[config.mk]
export PLATFORM = sky130hd
export DESIGN_NAME = blo_cell
export DESIGN_NICKNAME = d
export VERILOG_FILES = /design/src/rtl/blo_pkg.sv /design/src/rtl/blo_cell.sv
export SDC_FILE = /design/constraint.sdc
export NUM_CORES = 1
export LEC_CHECK = 0
export ABC_AREA = 1
export BUFFER_PORTS_ARGS = -buffer_cell sky130_fd_sc_hd__buf_2
export CAP_MARGIN = 20
export CORE_MARGIN = 2
export CORE_UTILIZATION = 33
export CTS_BUF_LIST = sky130_fd_sc_hd__clkbuf_4 sky130_fd_sc_hd__clkbuf_8
export CTS_CLUSTER_SIZE = 16
export DETAILED_ROUTE_END_ITERATION = 12
export GPL_TIMING_DRIVEN = 0
export HOLD_SLACK_MARGIN = 0.05
export PLACE_DENSITY_LB_ADDON = 0.08
export SYNTH_ARGS = -nofsm -noshare
export SYNTH_HDL_FRONTEND = slang
export SYNTH_SLANG_ARGS = --single-unit
[constraint.sdc]
create_clock -name clk -period 5.5 [get_ports clk]
set_input_delay 1.375 -clock clk [delete_from_list [all_inputs] [get_ports clk]]
set_output_delay 1.375 -clock clk [all_outputs]
set_load 0.01 [all_outputs]
[src/rtl/blo_pkg.sv]
// package for the block lru order list
// holds list sizing constants, command codes and the cell control struct
// no dependencies
package blo_pkg;

  // list capacity, its derived count width, and fixed widths
  localparam int LIST_DEPTH = 64;
  localparam int CNT_W      = $clog2(LIST_DEPTH + 1);
  localparam int ID_W       = 32;
  localparam int OCC_W      = 7;
  localparam int TOTAL_W    = 32;

  // command codes
  typedef enum logic [1:0] {
    CMD_PUSH   = 2'd0,
    CMD_REMOVE = 2'd1,
    CMD_POP    = 2'd2,
    CMD_PEEK   = 2'd3
  } cmd_t;

  // control shared by every cell of the row
  typedef struct packed {
    logic capture;      // item accepted, latch per-cell match
    logic push_wr;      // push commits, tail cell takes the id
    logic shift_found;  // remove commits, cells at or after the match shift
    logic shift_all;    // pop commits, every cell shifts
  } cell_ctl_t;

endpackage

[src/rtl/blo_cell.sv]
// one cell of the ordered id row
// holds one entry and its match flag, passes the first-match flag onward
// depends on blo_pkg
module blo_cell (
  input  logic               clk,
  input  blo_pkg::cell_ctl_t ctl,
  input  logic [31:0]        id,
  input  logic               occupied,
  input  logic               tail,
  input  logic [31:0]        right_entry,
  input  logic               seen_in,
  output logic               seen_out,
  output logic [31:0]        entry
);
  import blo_pkg::*;

  logic match;
  logic shift;

  // first match at or before this cell
  assign seen_out = seen_in | match;
  assign shift    = ctl.shift_all | (ctl.shift_found & seen_out);

  // compare at accept time against the stored entry
  always_ff @(posedge clk) begin
    if (ctl.capture) begin
      match <= occupied & (entry == id);
    end
  end

  // entry update: close the gap from the right, or take a pushed id
  always_ff @(posedge clk) begin
    if (shift) begin
      entry <= right_entry;
    end else if (ctl.push_wr && tail) begin
      entry <= id;
    end
  end

endmodule

==> results of run 1 <==
[cell type report]
class	count	share of cell area, %
Tap cell	75	3.38
Multi-Input combinational cell	182	31.0
Clock buffer	8	3.29
Timing Repair Buffer	104	18.8
Sequential cell	33	35.7
Inverter	42	5.73
Buffer	6	2.07
[power by group]
| group | internal (mW) | switching, mW |
|---|---|---|
| registers | 0.310 | 0.0170 |
| logic | 0.0737 | 0.0908 |
| clock network | 0.105 | 0.0897 |
| total | 0.488 | 0.197 |
[worst min path at each step]
stage | startpoint | endpoint | slack [ns] | cells past startpoint
floorplan | entry[15]$_DFFE_PP_ | match$_DFFE_PP_ | 0.79 | 5
global placement | entry[2]$_DFFE_PP_ | match$_DFFE_PP_ | 0.78 | 5
detailed placement | entry[14]$_DFFE_PP_ | match$_DFFE_PP_ | 0.80 | 5
CTS | entry[14]$_DFFE_PP_ | match$_DFFE_PP_ | 0.81 | 5
global route | entry[14]$_DFFE_PP_ | match$_DFFE_PP_ | 0.84 | 5
finish | entry[30]$_DFFE_PP_ | match$_DFFE_PP_ | 0.80 | 5
[worst max-delay path, stage by stage]
cell and delay, ns:
buf_2 0.10, or2_4 0.23, buf_2 0.15
[registers in the layout, summed over array words and instances, names as in the netlist]
| name | count |
|---|---|
| entry | 32 |
| match | 1 |
[synthesized netlist by cell type, drive strengths merged]
cell type	count
buf	6
clkinv	1
edfxtp	33
inv	41
nand2	129
nand3	2
nor2	17
o211ai	1
o21ai	21
or2	1
xnor2	10
xor2	1
[cells by family after synthesis]
family | count (synthesis) | share of synthesized area, %
compound gates | 22 | 8.72
xor+xnor | 11 | 4.66
buf+inv | 48 | 10.5
flops | 33 | 48.0
simple gates | 149 | 28.2
[per-stage QoR]
step | cells | total power, mW | util, % | cell area, µm²
2_1_floorplan | 263 | 0.427 | - | 2070
3_3_place_gp | 442 | 0.498 | 44.7 | 2680
3_5_place_dp | 442 | 0.500 | 44.8 | 2680
4_1_cts | 450 | 0.696 | 46.3 | 2770
5_1_grt | 450 | 0.728 | 46.3 | 2770
6_report | 450 | 0.686 | 46.3 | 2770
[routing by layer]
layer | vias up | GRT usage (%)
li1 | 1025 | -
met1 | 820 | 20.4
met2 | 58 | 26.0
met3 | 3 | 3.78
met4 | 0 | 3.13
met5 | - | 0
==> results.cfg, run 1 <==
[sta]
setup_viol_count_final = 0
timing.fmax_ghz = 0.310
finalHoldViolCount = 0
min_period_ns = 3.23
setup_slack_ns = 2.27
skew_ns = 0.00519
tightestPinTransition_ns = 0.809
rsz0062_at_grt = no
hold_ws_ns = 0.796
drv_slew = 0
fin_crit_sh_pct = 58.7
max_slew_margin_pct = 45.9
setup-tns-final_ns = 0

[finish]
layout-drive-gt1-share_pct = 37.6
fin_nets = 446
syn_to_final_growth_pct = 34.3
regArea_um2 = 991
antenna_cells = 0
layout_commonest_cell = nand2_1
multi_input_area_um2 = 861
num-fill-cells = 632
mostFrequentLayoutCells = 126 x nand2_1, 105 x buf_2, 41 x inv_1, 33 x edfxtp_1, 18 x o21ai_2

[clocking]
path_clk_slew_ns = 0.07
cts_setup_buffers = 0
cts_resized = 0
clockBufferDepth = 2
cts-htree-levels = 2
cts_root_buffer = clkbuf_8
cts_tree = done
holdBufCountCts = 0
cts.sinks = 33
clk_latency_ns = 0.28
cts_buffers = 5

[drt]
wl_met3_um = 372
routed_wl_mm = 5.24
drtAntennaViolNets = 0
viasPerCell = 4.24
post_drt_wl_per_cell_um = 11.6
wl_met2_mm = 2.47
wl_met1_mm = 2.38
dr.pass1.iters = 4
routed-via-count = 1906
drt_iter0_markers = 56
drcViolationCount = 0
routed.top_layer = met4

[yosys]
netlist_area_um2 = 2070
ys_ff_latch = 33
avgSynthCellArea_um2 = 7.85
yosysWarnings = 0
syn_inst = 263
netlist.area_leader.share_pct = 48.0
seq_area_frac_synth_pct = 48.0
synth_nets = 335
ys_types = 17
synth.area.top_cells = edfxtp_1 48%, nand2_1 23%, o21ai_2 7.6%, inv_1 7.5%, xnor2_1 4.2%
yosys.area.top_type = edfxtp_1

[place]
place_ws_ns = 2.27
gp_congestion = 0.810
hpwlAfterDp_mm = 4.08
port_buffers = 104

[grt]
globalRouteOverflowTotal = 0
grt_pass1_wl_mm = 8.51
grt_antenna_before_repair = 0
grt_pass1_vias = 1827
groute.usage.overall_pct = 15.5
grt_max_degree = 33

[flow_run]
max-cap-violations = 0

[die]
dieArea_um2 = 6910
ioPinCount = 105
coreArea_um2 = 5990
die_h_um = 83.1
initial_core_util_pct = 34.5
die_w_um = 83.1
num_rows = 28

[worst_setup_path]
start_kind = input port
crit_start = seen_in
reg2reg_depth = 6
setup.worst_path.class = input port to primary output
critPathRequiredTime_ns = 4.12
timing.rr.end = entry[15]$_DFFE_PP_
critPathMaxFanout = 2
endpoint = seen_out
r2r-start = match$_DFFE_PP_
r2r_slack_ns = 3.58
arrival_ns = 1.85
crit_path_end_kind = primary output

[status]
outcome = completed

[min_path]
min_path_type = flip-flop to flip-flop

[power]
vdd_drop_max_mv = 0.118
p_per_area_nw_per_um2 = 247
p_leak_nw = 1.52
No activity file was read; power rests on OpenSTA's default activity.
==> run 2: changes to the inputs <==
--- a/config.mk
+++ b/config.mk
@@ -5,7 +5,7 @@
 export SDC_FILE = /design/constraint.sdc
 export NUM_CORES = 1
 export LEC_CHECK = 0
-export ABC_AREA = 1
+export ABC_AREA = 0
 export BUFFER_PORTS_ARGS = -buffer_cell sky130_fd_sc_hd__buf_2
 export CAP_MARGIN = 20
 export CORE_MARGIN = 2
==> constraint.sdc (replaced) <==
create_clock -name clk -period 3.3 [get_ports clk]
set_input_delay 0.825 -clock clk [delete_from_list [all_inputs] [get_ports clk]]
set_output_delay 0.825 -clock clk [all_outputs]
set_load 0.01 [all_outputs]
==> results.cfg, run 2 <==
[status]
outcome = completed

[finish]
antenna_cells = 0
layout_commonest_cell = buf_2
layout-drive-gt1-share_pct = 64.0
instances_no_fill = 298
largest_register_ffs = 32
fin_nets = 300
reg_top3 = entry (32), match (1)
mostFrequentLayoutCells = 104 x buf_2, 33 x edfxtp_1, 31 x xor2_1, 30 x mux2_2, 7 x nor4_1
final_area_um2 = 2480
largest-register = entry
syn_to_final_growth_pct = 40.5

[worst_setup_path]
critPathRequiredTime_ns = 3.33
r2r-start = match$_DFFE_PP_
crit_start = seen_in
reg2reg_depth = 5
endpoint = entry[23]$_DFFE_PP_
worst-path-buf-inv = 3
critPathMaxFanout = 17
crit_path_top_delay_cell = nand2_1
setup.worst_path.class = input port to flip-flop
arrival_ns = 2.52
crit_path_end_kind = flip-flop
max_stage_delay_ns = 0.50
r2r_slack_ns = 1.04
cp.depth = 6
crit_family = simple AND/OR/NAND/NOR gates
timing.rr.end = entry[23]$_DFFE_PP_
worstPathCellList = buf_2, or2_4, a21oi_4, buf_6, nand2_1, buf_16
start_kind = input port

[clocking]
cts_buffers = 5
cts_setup_buffers = 0
clk_latency_ns = 0.28
holdBufCountCts = 0
clockBufferDepth = 2
cts_root_buffer = clkbuf_8
cts.sinks = 33
cts_resized = 0
cts_tree = done
cts-htree-levels = 2
path_clk_slew_ns = 0.06

[place]
dpl.cell_count = 291
hpwlAfterDp_mm = 3.40
gp_congestion = 0.749
port_buffers = 104
placed_area_um2 = 2400

[power]
clkPwrFrac_pct = 27.2
p_sw_uw = 264
switching_share_pct = 25.2
p_leak_nw = 1.09
p_per_area_nw_per_um2 = 421
intPower_uw = 783
p_seq_share_pct = 51.3
power_frac_comb_pct = 21.5
vdd_drop_max_mv = 0.229

[yosys]
synth_edf_count = 33
synth_top_flop_cell = edfxtp_1
seq_area_frac_synth_pct = 56.1
yosysWarnings = 0
netlist_area_um2 = 1770
netlist.area_leader.share_pct = 56.1
synth-xor-area-share_pct = 15.9
avgSynthCellArea_um2 = 15.2
ys_types = 13
synthArstFlopShare_pct = 0
synth_simple_gate_area_share_pct = 4.88
syn_inst = 116
ys_ff_latch = 33
synth_mux_area_share_pct = 20.4
synth_nets = 188
yosys.area.top_type = edfxtp_1
synth.area.top_cells = edfxtp_1 56%, mux2_2 19%, xor2_1 15%, nor4_1 2.5%, buf_6 1.9%
synth_most_common_cell = edfxtp_1
synth-adder-area-share_pct = 0
netlist_top_cells_count = 33 x edfxtp_1, 31 x xor2_1, 30 x mux2_2, 7 x nor4_1, 3 x buf_6
synth_compound_area_share_pct = 0.920
synth_top_family_by_area = multiplexers

[sta]
setup-tns-final_ns = 0
timing.fmax_ghz = 0.402
setup_viol_count_final = 0
drv_slew = 0
hold_ws_ns = 0.752
finalHoldViolCount = 0
tightestPinTransition_ns = 0.824
skew_ns = 0.00419
fin_crit_sh_pct = 75.4
min_period_ns = 2.49
max_slew_margin_pct = 44.9
rsz0062_at_grt = no

[grt]
grt_pass1_wl_mm = 6.60
grt_pass1_vias = 1399
grt_antenna_before_repair = 0
groute.usage.overall_pct = 14.5
grt_max_degree = 18
globalRouteOverflowTotal = 0

[die]
initial_core_util_pct = 34.4
num_rows = 26
die_w_um = 77.2
die_h_um = 77.2
ioPinCount = 105
coreArea_um2 = 5140
dieArea_um2 = 5960

[drt]
viasPerCell = 4.47
drtAntennaViolNets = 0
drt_iter0_markers = 16
post_drt_wl_per_cell_um = 14.2
routed_wl_mm = 4.24
routed-via-count = 1332
drcViolationCount = 0
dr.pass1.iters = 4

[flow_run]
max-cap-violations = 0

[min_path]
min_path_type = input port to flip-flop
[run 2: changes by cell type after synthesis, sizes merged, moves of 9 or more]
cell   previous run  this run
mux2              0        32
nor2             17         0
inv              41         0
xor2              1        31
o21ai            21         0
xnor2            10         1
nand2           129         2
[run 2: cell type report]
| type | instances | area, µm² |
|---|---|---|
| clock buffer | 6 | 76.3 |
| multi-input combinational | 80 | 743 |
| tap | 70 | 87.6 |
| fill | 511 | 2660 |
| sequential | 33 | 991 |
| buffer | 3 | 33.8 |
| clock inverter | 1 | 3.75 |
| timing repair buffer | 105 | 548 |
[run 2: stage by stage]
step                util [%]  worst slack (ns)  power, mW
floorplan                  -             0.794      0.661
global placement        46.2             0.223      0.764
detailed placement      46.8             0.492      0.776
CTS                     48.3             0.802       1.06
global route            48.3             0.690       1.10
finish                  48.3             0.812       1.05
[run 2: worst min-delay path by stage]
stage | endpoint | cells after the start | from | slack, ns
6_report | match$_DFFE_PP_ | 1 | ctl[3] | 0.75
5_1_grt | match$_DFFE_PP_ | 1 | ctl[3] | 0.74
4_1_cts | match$_DFFE_PP_ | 1 | ctl[3] | 0.74
3_5_place_dp | match$_DFFE_PP_ | 3 | entry[0]$_DFFE_PP_ | 0.77
3_3_place_gp | match$_DFFE_PP_ | 3 | entry[0]$_DFFE_PP_ | 0.75
2_1_floorplan | match$_DFFE_PP_ | 3 | entry[0]$_DFFE_PP_ | 0.74
[run 2: logic make-up after synthesis]
| family | after synthesis |
|---|---|
| buffers and inverters | 3 |
| AOI/OAI and AO/OA | 1 |
| xor gates and xnor gates | 32 |
| and+or+nand+nor | 15 |
| DFF | 33 |
| muxes | 32 |
[run 2: routing by layer]
layer,vias to the layer above,global-route usage [%],share of wire [%]
li1,658,-,-
met2,55,25.5,53
met3,6,4.94,6.8
met4,0,5.71,1.5
met1,613,16.1,39
met5,-,0,0
[run 2: power by group through the flow]
stage | Clock [mW] | Sequential [mW] | Combinational, mW
3_5_place_dp | 0 | 0.547 | 0.229
2_1_floorplan | 0 | 0.566 | 0.0950
4_1_cts | 0.297 | 0.538 | 0.230
6_report | 0.284 | 0.537 | 0.225
3_3_place_gp | 0 | 0.546 | 0.219
5_1_grt | 0.311 | 0.543 | 0.248
